===== config.mk =====
export PLATFORM = sky130hd
export DESIGN_NAME = quartic_newton_root_refine_flat
export DESIGN_NICKNAME = d
export VERILOG_FILES = /design/src/design/qnr_pkg.sv /design/src/design/qnr_if.sv /design/src/design/qnr_mul.sv /design/src/design/qnr_div.sv /design/src/design/quartic_newton_root_refine.sv /design/src/flat_wrapper.sv
export SDC_FILE = /design/constraint.sdc
export NUM_CORES = 2
export LEC_CHECK = 0
export ABC_AREA = 1
export BUFFER_PORTS_ARGS = -buffer_cell sky130_fd_sc_hd__buf_2
export CORE_AREA = 8 8 388 390
export CTS_CLUSTER_DIAMETER = 100
export DETAILED_ROUTE_END_ITERATION = 12
export DIE_AREA = 0 0 396 398
export GPL_TIMING_DRIVEN = 0
export PLACE_DENSITY = 0.68
export SETUP_SLACK_MARGIN = 0.5
export SYNTH_ARGS = -nofsm -noshare
export SYNTH_HDL_FRONTEND = slang
export SYNTH_SLANG_ARGS = --single-unit

===== constraint.sdc =====
create_clock -name clk -period 8.45 [get_ports clk]
set_input_delay 1.2675 -clock clk [delete_from_list [all_inputs] [get_ports clk]]
set_output_delay 1.2675 -clock clk [all_outputs]
set_load 0.005 [all_outputs]

===== src/design/qnr_pkg.sv =====
//------------------------------------------------------------------------------
// qnr_pkg
// Shared types and constants of the quartic Newton root refiner.
//------------------------------------------------------------------------------
`default_nettype none

package qnr_pkg;

  localparam int CFG_IDX_W = 3;
  localparam int LIMIT_W   = 4;
  localparam int CNT_W     = 5;
  localparam int STAT_W    = 2;

  localparam logic [CFG_IDX_W-1:0] CFG_COEF_FOUR  = 3'd0;
  localparam logic [CFG_IDX_W-1:0] CFG_COEF_THREE = 3'd1;
  localparam logic [CFG_IDX_W-1:0] CFG_COEF_TWO   = 3'd2;
  localparam logic [CFG_IDX_W-1:0] CFG_COEF_ONE   = 3'd3;
  localparam logic [CFG_IDX_W-1:0] CFG_COEF_ZERO  = 3'd4;
  localparam logic [CFG_IDX_W-1:0] CFG_TOLERANCE  = 3'd5;
  localparam logic [CFG_IDX_W-1:0] CFG_ITER_LIMIT = 3'd6;

  localparam logic [STAT_W-1:0] STAT_CONVERGED = 2'd0;
  localparam logic [STAT_W-1:0] STAT_LIMIT     = 2'd1;
  localparam logic [STAT_W-1:0] STAT_FAULT     = 2'd2;

  localparam logic [LIMIT_W-1:0] LIMIT_RESET = 4'd10;

  typedef enum logic [2:0] {
    ST_IDLE,
    ST_MUL_ISSUE,
    ST_MUL_WAIT,
    ST_DIV_ISSUE,
    ST_DIV_WAIT,
    ST_OUT
  } state_t;

  typedef enum logic [3:0] {
    STEP_X2,
    STEP_X3,
    STEP_X4,
    STEP_C4X4,
    STEP_C3X3,
    STEP_C2X2,
    STEP_C1X,
    STEP_K4X3,
    STEP_K3X2,
    STEP_K2X
  } step_t;

  typedef struct packed {
    logic done;
    logic ov;
  } unit_stat_t;

endpackage

`default_nettype wire


===== src/design/qnr_if.sv =====
//------------------------------------------------------------------------------
// qnr_if
// Valid/ready channels for guess words and result words.
//------------------------------------------------------------------------------
`default_nettype none

interface qnr_in_if
  import qnr_pkg::*;
#(
  parameter int WORD_WIDTH = 32
);
  logic                         valid;
  logic                         ready;
  logic signed [WORD_WIDTH-1:0] initial_guess;

  modport source (output valid, output initial_guess, input ready);
  modport sink (input valid, input initial_guess, output ready);
endinterface

interface qnr_out_if
  import qnr_pkg::*;
#(
  parameter int WORD_WIDTH = 32
);
  logic                         valid;
  logic                         ready;
  logic signed [WORD_WIDTH-1:0] root;
  logic        [STAT_W-1:0]     status;
  logic        [CNT_W-1:0]      updates_done;

  modport source (output valid, output root, output status, output updates_done, input ready);
  modport sink (input valid, input root, input status, input updates_done, output ready);
endinterface

`default_nettype wire


===== src/design/qnr_mul.sv =====
//------------------------------------------------------------------------------
// qnr_mul
// Digit-serial fixed-point multiplier with truncation and saturation.
//------------------------------------------------------------------------------
`default_nettype none

module qnr_mul
  import qnr_pkg::*;
#(
  parameter int WORD_WIDTH = 32,
  parameter int FRAC_BITS  = 16
) (
  input  wire logic                         clk,
  input  wire logic                         rst_n,
  input  wire logic                         start,
  input  wire logic signed [WORD_WIDTH-1:0] a,
  input  wire logic signed [WORD_WIDTH-1:0] b,
  output logic signed [WORD_WIDTH-1:0]      res,
  output unit_stat_t                        stat
);

  localparam int W    = WORD_WIDTH;
  localparam int DIG  = 16;
  localparam int NDIG = (W + DIG - 1) / DIG;
  localparam int BW   = NDIG * DIG;
  localparam int PW   = W + BW;
  localparam int CW   = $clog2(NDIG + 1);
  localparam logic [W-1:0] WMAX = {1'b0, {(W-1){1'b1}}};
  localparam logic [W-1:0] WMIN = {1'b1, {(W-1){1'b0}}};

  logic [W-1:0]  am_r;
  logic [BW-1:0] bm_r;
  logic [PW-1:0] acc_r;
  logic [CW-1:0] cnt_r;
  logic          busy_r;
  logic          neg_r;
  logic          done_r;
  logic          ov_r;
  logic [W-1:0]  res_r;

  logic [W-1:0]  am_in;
  logic [W-1:0]  bm_in;
  logic [PW-1:0] part;
  logic [PW-1:0] sh;
  logic [PW-1:0] lim;
  logic          ovf;

  assign am_in = a[W-1] ? W'(-a) : W'(a);
  assign bm_in = b[W-1] ? W'(-b) : W'(b);
  assign part  = PW'(am_r * bm_r[BW-1 -: DIG]);
  assign sh    = acc_r >> FRAC_BITS;
  assign lim   = neg_r ? PW'(WMIN) : PW'(WMAX);
  assign ovf   = sh > lim;

  always_ff @(posedge clk) begin
    if (!rst_n) begin
      busy_r <= 1'b0;
      done_r <= 1'b0;
      cnt_r  <= '0;
    end else begin
      done_r <= 1'b0;
      if (start) begin
        busy_r <= 1'b1;
        cnt_r  <= CW'(NDIG);
      end else if (busy_r) begin
        if (cnt_r != '0) begin
          cnt_r <= cnt_r - 1'b1;
        end else begin
          busy_r <= 1'b0;
          done_r <= 1'b1;
        end
      end
    end
  end

  always_ff @(posedge clk) begin
    if (start) begin
      am_r  <= am_in;
      bm_r  <= BW'(bm_in);
      acc_r <= '0;
      neg_r <= a[W-1] ^ b[W-1];
    end else if (busy_r) begin
      if (cnt_r != '0) begin
        acc_r <= (acc_r << DIG) + part;
        bm_r  <= bm_r << DIG;
      end else begin
        ov_r <= ovf;
        if (ovf) begin
          res_r <= neg_r ? WMIN : WMAX;
        end else begin
          res_r <= neg_r ? W'(-sh[W-1:0]) : sh[W-1:0];
        end
      end
    end
  end

  assign res       = res_r;
  assign stat.done = done_r;
  assign stat.ov   = ov_r;

endmodule

`default_nettype wire


===== src/design/qnr_div.sv =====
//------------------------------------------------------------------------------
// qnr_div
// Radix-2 restoring fixed-point divider with truncation and saturation.
//------------------------------------------------------------------------------
`default_nettype none

module qnr_div
  import qnr_pkg::*;
#(
  parameter int WORD_WIDTH = 32,
  parameter int FRAC_BITS  = 16
) (
  input  wire logic                         clk,
  input  wire logic                         rst_n,
  input  wire logic                         start,
  input  wire logic signed [WORD_WIDTH-1:0] num,
  input  wire logic signed [WORD_WIDTH-1:0] den,
  output logic signed [WORD_WIDTH-1:0]      res,
  output unit_stat_t                        stat
);

  localparam int W  = WORD_WIDTH;
  localparam int NW = W + FRAC_BITS;
  localparam int CW = $clog2(NW + 1);
  localparam logic [W-1:0] WMAX = {1'b0, {(W-1){1'b1}}};
  localparam logic [W-1:0] WMIN = {1'b1, {(W-1){1'b0}}};

  logic [NW-1:0] num_r;
  logic [NW-1:0] q_r;
  logic [W-1:0]  rem_r;
  logic [W-1:0]  dm_r;
  logic [CW-1:0] cnt_r;
  logic          busy_r;
  logic          neg_r;
  logic          done_r;
  logic          ov_r;
  logic [W-1:0]  res_r;

  logic [W-1:0]  nm_in;
  logic [W-1:0]  dm_in;
  logic [W:0]    rem2;
  logic          fits;
  logic [NW-1:0] lim;
  logic          ovf;

  assign nm_in = num[W-1] ? W'(-num) : W'(num);
  assign dm_in = den[W-1] ? W'(-den) : W'(den);
  assign rem2  = {rem_r, num_r[NW-1]};
  assign fits  = rem2 >= {1'b0, dm_r};
  assign lim   = neg_r ? NW'(WMIN) : NW'(WMAX);
  assign ovf   = q_r > lim;

  always_ff @(posedge clk) begin
    if (!rst_n) begin
      busy_r <= 1'b0;
      done_r <= 1'b0;
      cnt_r  <= '0;
    end else begin
      done_r <= 1'b0;
      if (start) begin
        busy_r <= 1'b1;
        cnt_r  <= CW'(NW);
      end else if (busy_r) begin
        if (cnt_r != '0) begin
          cnt_r <= cnt_r - 1'b1;
        end else begin
          busy_r <= 1'b0;
          done_r <= 1'b1;
        end
      end
    end
  end

  always_ff @(posedge clk) begin
    if (start) begin
      num_r <= {nm_in, {FRAC_BITS{1'b0}}};
      dm_r  <= dm_in;
      rem_r <= '0;
      q_r   <= '0;
      neg_r <= num[W-1] ^ den[W-1];
    end else if (busy_r) begin
      if (cnt_r != '0) begin
        num_r <= num_r << 1;
        q_r   <= {q_r[NW-2:0], fits};
        rem_r <= fits ? W'(rem2 - {1'b0, dm_r}) : rem2[W-1:0];
      end else begin
        ov_r <= ovf;
        if (ovf) begin
          res_r <= neg_r ? WMIN : WMAX;
        end else begin
          res_r <= neg_r ? W'(-q_r[W-1:0]) : q_r[W-1:0];
        end
      end
    end
  end

  assign res       = res_r;
  assign stat.done = done_r;
  assign stat.ov   = ov_r;

endmodule

`default_nettype wire


===== src/design/quartic_newton_root_refine.sv =====
//------------------------------------------------------------------------------
// quartic_newton_root_refine
// Newton refinement of a quartic root on a shared serial multiplier and divider.
// Each update evaluates the quartic and its slope at the current guess, one
// product at a time on the multiplier, then divides value by slope and
// subtracts the quotient; the search stops on convergence, on a fault, or at
// the update limit (up to sixteen updates when the limit register holds 15).
// One guess is worked on at a time; a new word is taken after the result leaves.
// Synchronous reset clears the sequencer and loads the register defaults.
//------------------------------------------------------------------------------
`default_nettype none

module quartic_newton_root_refine
  import qnr_pkg::*;
#(
  parameter int WORD_WIDTH = 32,
  parameter int FRAC_BITS  = 16
) (
  input  wire logic                   clk,
  input  wire logic                   rst_n,
  qnr_in_if.sink                      in_ch,
  qnr_out_if.source                   out_ch,
  input  wire logic                   cfg_we,
  input  wire logic [CFG_IDX_W-1:0]   cfg_index,
  input  wire logic [WORD_WIDTH-1:0]  cfg_data
);

  localparam int W = WORD_WIDTH;
  localparam logic [W-1:0] WMAX = {1'b0, {(W-1){1'b1}}};
  localparam logic [W-1:0] WMIN = {1'b1, {(W-1){1'b0}}};

  function automatic logic [W:0] sadd(input logic [W-1:0] a, input logic [W-1:0] b);
    logic [W:0] s;
    s = {a[W-1], a} + {b[W-1], b};
    if (s[W] != s[W-1]) return {1'b1, s[W] ? WMIN : WMAX};
    return {1'b0, s[W-1:0]};
  endfunction

  function automatic logic [W:0] ssub(input logic [W-1:0] a, input logic [W-1:0] b);
    logic [W:0] s;
    s = {a[W-1], a} - {b[W-1], b};
    if (s[W] != s[W-1]) return {1'b1, s[W] ? WMIN : WMAX};
    return {1'b0, s[W-1:0]};
  endfunction

  function automatic logic [W-1:0] mag(input logic [W-1:0] a);
    return a[W-1] ? W'(-a) : a;
  endfunction

  logic [W-1:0]       c4_r, c3_r, c2_r, c1_r, c0_r;
  logic [W-2:0]       tol_r;
  logic [LIMIT_W-1:0] lim_r;

  state_t             state_r, state_nxt;
  step_t              step_r, step_nxt;
  logic [W-1:0]       x_r, x_nxt;
  logic [W-1:0]       x2_r, x2_nxt;
  logic [W-1:0]       x3_r, x3_nxt;
  logic [W-1:0]       x4_r, x4_nxt;
  logic [W-1:0]       s_r, s_nxt;
  logic [W-1:0]       f_r, f_nxt;
  logic [W-1:0]       g_r, g_nxt;
  logic               ov_r, ov_nxt;
  logic               first_r, first_nxt;
  logic [CNT_W-1:0]   n_r, n_nxt;
  logic [STAT_W-1:0]  stat_r, stat_nxt;

  logic [W:0]         k4a, k4, k3a, k3, k2;
  logic               kov;
  logic [W-1:0]       mul_a, mul_b, mul_res, div_res;
  unit_stat_t         mul_st, div_st;
  logic               mul_start, div_start;
  logic [W:0]         t1, t2;
  logic [CNT_W-1:0]   n_inc;

  always_ff @(posedge clk) begin
    if (!rst_n) begin
      c4_r  <= '0;
      c3_r  <= '0;
      c2_r  <= '0;
      c1_r  <= '0;
      c0_r  <= '0;
      tol_r <= (W-1)'(1);
      lim_r <= LIMIT_RESET;
    end else if (cfg_we) begin
      unique case (cfg_index)
        CFG_COEF_FOUR:  c4_r  <= cfg_data;
        CFG_COEF_THREE: c3_r  <= cfg_data;
        CFG_COEF_TWO:   c2_r  <= cfg_data;
        CFG_COEF_ONE:   c1_r  <= cfg_data;
        CFG_COEF_ZERO:  c0_r  <= cfg_data;
        CFG_TOLERANCE:  tol_r <= cfg_data[W-2:0];
        CFG_ITER_LIMIT: lim_r <= cfg_data[LIMIT_W-1:0];
        default: ;
      endcase
    end
  end

  always_comb begin
    k4a = sadd(c4_r, c4_r);
    k4  = sadd(k4a[W-1:0], k4a[W-1:0]);
    k3a = sadd(c3_r, c3_r);
    k3  = sadd(k3a[W-1:0], c3_r);
    k2  = sadd(c2_r, c2_r);
    kov = k4a[W] | k4[W] | k3a[W] | k3[W] | k2[W];
  end

  always_comb begin
    unique case (step_r)
      STEP_X2:   begin mul_a = x_r;         mul_b = x_r;  end
      STEP_X3:   begin mul_a = x_r;         mul_b = x2_r; end
      STEP_X4:   begin mul_a = x_r;         mul_b = x3_r; end
      STEP_C4X4: begin mul_a = c4_r;        mul_b = x4_r; end
      STEP_C3X3: begin mul_a = c3_r;        mul_b = x3_r; end
      STEP_C2X2: begin mul_a = c2_r;        mul_b = x2_r; end
      STEP_C1X:  begin mul_a = c1_r;        mul_b = x_r;  end
      STEP_K4X3: begin mul_a = k4[W-1:0];   mul_b = x3_r; end
      STEP_K3X2: begin mul_a = k3[W-1:0];   mul_b = x2_r; end
      STEP_K2X:  begin mul_a = k2[W-1:0];   mul_b = x_r;  end
      default:   begin mul_a = x_r;         mul_b = x_r;  end
    endcase
  end

  assign mul_start = state_r == ST_MUL_ISSUE;
  assign div_start = state_r == ST_DIV_ISSUE;

  qnr_mul #(.WORD_WIDTH(W), .FRAC_BITS(FRAC_BITS)) u_mul (
    .clk   (clk),
    .rst_n (rst_n),
    .start (mul_start),
    .a     (mul_a),
    .b     (mul_b),
    .res   (mul_res),
    .stat  (mul_st)
  );

  qnr_div #(.WORD_WIDTH(W), .FRAC_BITS(FRAC_BITS)) u_div (
    .clk   (clk),
    .rst_n (rst_n),
    .start (div_start),
    .num   (f_r),
    .den   (g_r),
    .res   (div_res),
    .stat  (div_st)
  );

  always_ff @(posedge clk) begin
    if (!rst_n) begin
      state_r <= ST_IDLE;
    end else begin
      state_r <= state_nxt;
    end
  end

  always_ff @(posedge clk) begin
    step_r  <= step_nxt;
    x_r     <= x_nxt;
    x2_r    <= x2_nxt;
    x3_r    <= x3_nxt;
    x4_r    <= x4_nxt;
    s_r     <= s_nxt;
    f_r     <= f_nxt;
    g_r     <= g_nxt;
    ov_r    <= ov_nxt;
    first_r <= first_nxt;
    n_r     <= n_nxt;
    stat_r  <= stat_nxt;
  end

  assign n_inc = n_r + 1'b1;

  always_comb begin
    state_nxt = state_r;
    step_nxt  = step_r;
    x_nxt     = x_r;
    x2_nxt    = x2_r;
    x3_nxt    = x3_r;
    x4_nxt    = x4_r;
    s_nxt     = s_r;
    f_nxt     = f_r;
    g_nxt     = g_r;
    ov_nxt    = ov_r;
    first_nxt = first_r;
    n_nxt     = n_r;
    stat_nxt  = stat_r;
    t1        = '0;
    t2        = '0;
    unique case (state_r)
      ST_IDLE: begin
        if (in_ch.valid) begin
          x_nxt     = in_ch.initial_guess;
          step_nxt  = STEP_X2;
          ov_nxt    = 1'b0;
          first_nxt = 1'b1;
          n_nxt     = '0;
          state_nxt = ST_MUL_ISSUE;
        end
      end
      ST_MUL_ISSUE: begin
        state_nxt = ST_MUL_WAIT;
      end
      ST_MUL_WAIT: begin
        if (mul_st.done) begin
          state_nxt = ST_MUL_ISSUE;
          ov_nxt    = ov_r | mul_st.ov;
          unique case (step_r) inside
            STEP_X2: begin
              x2_nxt   = mul_res;
              step_nxt = STEP_X3;
            end
            STEP_X3: begin
              x3_nxt   = mul_res;
              step_nxt = STEP_X4;
            end
            STEP_X4: begin
              x4_nxt   = mul_res;
              step_nxt = STEP_C4X4;
            end
            STEP_C4X4: begin
              s_nxt    = mul_res;
              step_nxt = STEP_C3X3;
            end
            STEP_C3X3, STEP_C2X2: begin
              t1       = sadd(s_r, mul_res);
              s_nxt    = t1[W-1:0];
              ov_nxt   = ov_r | mul_st.ov | t1[W];
              step_nxt = (step_r == STEP_C3X3) ? STEP_C2X2 : STEP_C1X;
            end
            STEP_C1X: begin
              t1       = sadd(s_r, mul_res);
              t2       = sadd(t1[W-1:0], c0_r);
              f_nxt    = t2[W-1:0];
              ov_nxt   = ov_r | mul_st.ov | t1[W] | t2[W];
              step_nxt = STEP_K4X3;
              first_nxt = 1'b0;
              if (ov_nxt) begin
                stat_nxt  = STAT_FAULT;
                state_nxt = ST_OUT;
              end else if (first_r && mag(t2[W-1:0]) <= {1'b0, tol_r}) begin
                stat_nxt  = STAT_CONVERGED;
                state_nxt = ST_OUT;
              end
            end
            STEP_K4X3: begin
              s_nxt    = mul_res;
              step_nxt = STEP_K3X2;
            end
            STEP_K3X2: begin
              t1       = sadd(s_r, mul_res);
              s_nxt    = t1[W-1:0];
              ov_nxt   = ov_r | mul_st.ov | t1[W];
              step_nxt = STEP_K2X;
            end
            STEP_K2X: begin
              t1       = sadd(s_r, mul_res);
              t2       = sadd(t1[W-1:0], c1_r);
              g_nxt    = t2[W-1:0];
              ov_nxt   = ov_r | mul_st.ov | t1[W] | t2[W] | kov;
              if (ov_nxt || t2[W-1:0] == '0) begin
                stat_nxt  = STAT_FAULT;
                state_nxt = ST_OUT;
              end else begin
                state_nxt = ST_DIV_ISSUE;
              end
            end
            default: ;
          endcase
        end
      end
      ST_DIV_ISSUE: begin
        state_nxt = ST_DIV_WAIT;
      end
      ST_DIV_WAIT: begin
        if (div_st.done) begin
          t1    = ssub(x_r, div_res);
          x_nxt = t1[W-1:0];
          n_nxt = n_inc;
          if (div_st.ov || t1[W]) begin
            stat_nxt  = STAT_FAULT;
            state_nxt = ST_OUT;
          end else if (n_inc > {1'b0, lim_r}) begin
            stat_nxt  = STAT_LIMIT;
            state_nxt = ST_OUT;
          end else if (mag(f_r) <= {1'b0, tol_r}) begin
            stat_nxt  = STAT_CONVERGED;
            state_nxt = ST_OUT;
          end else begin
            step_nxt  = STEP_X2;
            state_nxt = ST_MUL_ISSUE;
          end
        end
      end
      ST_OUT: begin
        if (out_ch.ready) begin
          state_nxt = ST_IDLE;
        end
      end
      default: state_nxt = ST_IDLE;
    endcase
  end

  assign in_ch.ready         = state_r == ST_IDLE;
  assign out_ch.valid        = state_r == ST_OUT;
  assign out_ch.root         = x_r;
  assign out_ch.status       = stat_r;
  assign out_ch.updates_done = n_r;

endmodule

`default_nettype wire


===== src/flat_wrapper.sv =====
// flat-port wrapper written by rule: the top's interface ports become plain ports
module quartic_newton_root_refine_flat import qnr_pkg::*;
#(
  parameter int WORD_WIDTH = 32,
  parameter int FRAC_BITS  = 16
)
  (clk, rst_n, cfg_we, cfg_index, cfg_data, in_ch_valid, in_ch_initial_guess, in_ch_ready, out_ch_valid, out_ch_root, out_ch_status, out_ch_updates_done, out_ch_ready);
  qnr_in_if #(.WORD_WIDTH(WORD_WIDTH)) in_ch_i ();
  qnr_out_if #(.WORD_WIDTH(WORD_WIDTH)) out_ch_i ();
  input  wire logic clk;
  input  wire logic rst_n;
  input  wire logic cfg_we;
  input  wire logic [CFG_IDX_W-1:0] cfg_index;
  input  wire logic [WORD_WIDTH-1:0] cfg_data;
  input wire logic [$bits(in_ch_i.valid)-1:0] in_ch_valid;
  input wire logic [$bits(in_ch_i.initial_guess)-1:0] in_ch_initial_guess;
  output wire logic [$bits(in_ch_i.ready)-1:0] in_ch_ready;
  output wire logic [$bits(out_ch_i.valid)-1:0] out_ch_valid;
  output wire logic [$bits(out_ch_i.root)-1:0] out_ch_root;
  output wire logic [$bits(out_ch_i.status)-1:0] out_ch_status;
  output wire logic [$bits(out_ch_i.updates_done)-1:0] out_ch_updates_done;
  input wire logic [$bits(out_ch_i.ready)-1:0] out_ch_ready;
  assign in_ch_i.valid = in_ch_valid;
  assign in_ch_i.initial_guess = in_ch_initial_guess;
  assign in_ch_ready = in_ch_i.ready;
  assign out_ch_valid = out_ch_i.valid;
  assign out_ch_root = out_ch_i.root;
  assign out_ch_status = out_ch_i.status;
  assign out_ch_updates_done = out_ch_i.updates_done;
  assign out_ch_i.ready = out_ch_ready;
  quartic_newton_root_refine #(.WORD_WIDTH(WORD_WIDTH), .FRAC_BITS(FRAC_BITS)) u_core (.clk(clk), .rst_n(rst_n), .in_ch(in_ch_i), .out_ch(out_ch_i), .cfg_we(cfg_we), .cfg_index(cfg_index), .cfg_data(cfg_data));
endmodule

==> results.md <==
- Overall Global Routing Usage: 0.330
- Largest register FFs: between 60 and 70
- Minimum clock period: 8.19 ns
- Synthesis-to-layout area growth: 12.6%
- IO Port Bufs: 111
- Number of hold buffers added after CTS: 0
- Floorplan Core Area: 145,000 um^2
- Die ar.: approximately 160,000 um^2
- Total overflow reported by the global router: 0
- Ratio of cells with drive above 1 in the final layout: 0.0826
- Worst slew margin relative to its limit: -0.0769
- Worst endpoint data arrival time: about 8.6 ns
- Most common cell type on the critical path: sky130_fd_sc_hd__nand2_1
- Delay contributed by the slowest stage of the critical path: 0.53 ns
- Fin. max-slew vios: 4
- Post-synthesis share of cell area spent on xor and xnor gates: 0.0414
- Multiplexer area fraction after synthesis: 0
- Most common cell in the netlist: sky130_fd_sc_hd__nand2_1
- Max clock buf depth: 3
- Synth warnings: 0
- Final Instance Area: between 70,000 and 80,000 um^2
- Endpoint class of the critical path: flip-flop
- Fraction of the yosys area taken by sequential cells: 0.286
- Max_cap viols: 2
- Clock-pin slew on the worst setup and hold paths: 0.07 ns
- Maximum frequency from static timing analysis: 0.122 GHz
- Clock latency of the later-clocked register in the worst-skew pair: 0.73 ns
- Standard cell with the maximum stage delay on the critical path: sky130_fd_sc_hd__edfxtp_1
- Detailed placement HPWL: 214,000 um
- Largest area contributor in the synthesized netlist: sky130_fd_sc_hd__edfxtp_1
- Post-synth EDFFs: between 400 and 500
- Post-DRT Antenna Nets: 0
- Number of antenna violations at the first check in global routing: 19
- List of most frequent post-synthesis cells: sky130_fd_sc_hd__nand2_1 (2,346), sky130_fd_sc_hd__inv_1 (1,598), sky130_fd_sc_hd__nor2_1 (858)
- Worst Tran Pin Value: between 1.5 and 2 ns
- Number of placement rows: 140
- Routability cong.: 1.04
- Compound-Gate Fraction of Synth Area: 0.124
- Wire length reported by the detailed router: 269,000 um
- Horizontal extent of the die: 396 um
- Critical path class: flip-flop to flip-flop
- Largest registers: u_core.u_mul.acc_r: 64 flops, u_core.u_div.q_r: 48 flops
- Leading register cell type out of synthesis: sky130_fd_sc_hd__edfxtp_1
- Portion of synthesized cell area occupied by the leading cell type: 0.185
- Die Span Y: 398 um
- Syn_area_per_cell: 7.39 um^2
- Iteration-0 DRC Markers: roughly 6,400
- Placement Cell Area: 73,700 um^2
- Register with the most flip-flops: u_core.u_mul.acc_r
- Number of H-tree levels: 3
- Dominant combinational cell family by area after synthesis: simple AND/OR/NAND/NOR gates
- Fraction of registers with async set/reset: 0
- Largest clock skew in the final design: approximately 0.066 ns
- Maximum fanout along the worst path: 10
- Net total in the final layout: 10,842
- DRC violation count after routing: 0
- Synthesized netlist cell count: 9,511
- TritonCTS Sinks: around 790
- Syn Nets: about 11,000
- Data required time at the worst endpoint: 8.87 ns
- Clock Root Buffer: sky130_fd_sc_hd__clkbuf_16
- Yosys cell types: 62
- Outcome: finished with violations
- Vias in the first global route: 63,617
- Global-route wire length before repair: 395,000 um
- Simple-gate share of the synthesized area: 0.227
- Clock tree from TritonCTS: built
- Effective utilization at floorplan: 0.487
- Layout fillers: 13,758
- Routed WL per cell: 22.8 um
- Violated checks: max-capacitance violations, max-slew violations
- Detailed-route via count: 66,539
- Synth area leaders: sky130_fd_sc_hd__edfxtp_1 (18%), sky130_fd_sc_hd__fa_1 (13%), sky130_fd_sc_hd__nand2_1 (13%)
- Period Utilization, post-route: 0.969
- Vias per inst: 5.62
- RSZ-0062 raised after global routing: true
- Synth Register Bits: 787
- Ports: 113
- Final-report setup violation count: 0
- First-pass iteration count of the detailed router: 8
- Largest net degree at the start of global routing: 43
- Mapped Area: ~70,000 um^2
- Number of hold violations in the final report: 0
- Nature of the critical path startpoint: flip-flop
- Fraction of the mapped netlist area in adder cells: 0.215
- Hold crit path type: flip-flop to flip-flop
- Num CTS Buffers: 88
[critical path: cells and delay by family (launching register included)]
kind / cells / cell delay (ns)
simple gates: 34 / 3.42
compound gates: 7 / 1.44
fa+ha+maj: 4 / 1.32
xor+xnor: 3 / 0.62
flops: 1 / 0.53
buf+inv: 5 / 0.51
[layer usage]
metal / global-route usage / vias to the layer above / wire, um
met3: 0.0834 / 719 / 28200
met4: 0.209 / 8 / 20400
met2: 0.497 / 3178 / 114000
li1: - / 31052 / -
met5: 0 / - / 58
met1: 0.423 / 31582 / 107000
[metrics by stage]
step	instances	utilization	hold WS, ns	setup slack [ns]	TNS [ns]
after floorplan	9511	-	0.429	0.792	0
after global routing	11828	0.548	0.489	0.0730	0
after global placement	11539	0.507	0.447	-3.23	-15.35
after CTS	11791	0.542	0.465	0.461	0
after detailed placement	11565	0.510	0.450	-3.28	-16.97
final	11837	0.548	0.467	0.262	0
[cells by family after synthesis]
family / Yosys count
DFF: 787
and+or+nand+nor: 3887
AOI/OAI and AO/OA: 1593
adders and majority gates: 935
buffers and inverters: 1977
xor gates and xnor gates: 332
[worst paths after layout]
path | start | endpoint | slack, ns | cells past startpoint
hold reg to reg | u_core.c2_r[7] | u_core.c2_r[7] | 0.47 | 2
setup reg to reg | u_core.u_mul.res[7] | u_core.out_ch.status[0] | 0.26 | 53
hold / removal | u_core.c2_r[7] | u_core.c2_r[7] | 0.47 | 2
setup / recovery | u_core.u_mul.res[7] | u_core.out_ch.status[0] | 0.26 | 53
[layout make-up]
cell class	count	area, um^2	area share
multi-input cells	6747	44000	0.556
flip-flops and latches	787	20100	0.254
inverters	1621	6100	0.0771
well taps	1917	2400	0.0303
clock buffers	110	2380	0.0300
repair buffers	234	1770	0.0223
plain buffers	356	1710	0.0216
clock inverters	54	681	0.00860
diodes	11	27.5	0.000348
[timing repair]
| action | in CTS | in global routing |
|---|---|---|
| pin swaps | 57 | 76 |
| setup buffers | 62 | 32 |
| cloned | 0 | 2 |
| gates resized for setup | 236 | 245 |
| endpoints found under the setup margin | 39 | 14 |
| endpoints found under the hold margin | 0 | 0 |
[cell usage in the layout (no fill, tap or decap), drive strengths merged, types with 229 or more instances in the layout]
cell type and count:
nor2 877, nand2 2367, fa 456, buf 294, inv 1618, ha 479
clkbuf 406, edfxtp 433, o21ai 651, a21oi 632, nand3 283, dfxtp 354
xor2 229
Power is left out: the tool's default activity adds up to more than one toggle a clock period on the data nets, which glitch-free logic cannot reach.
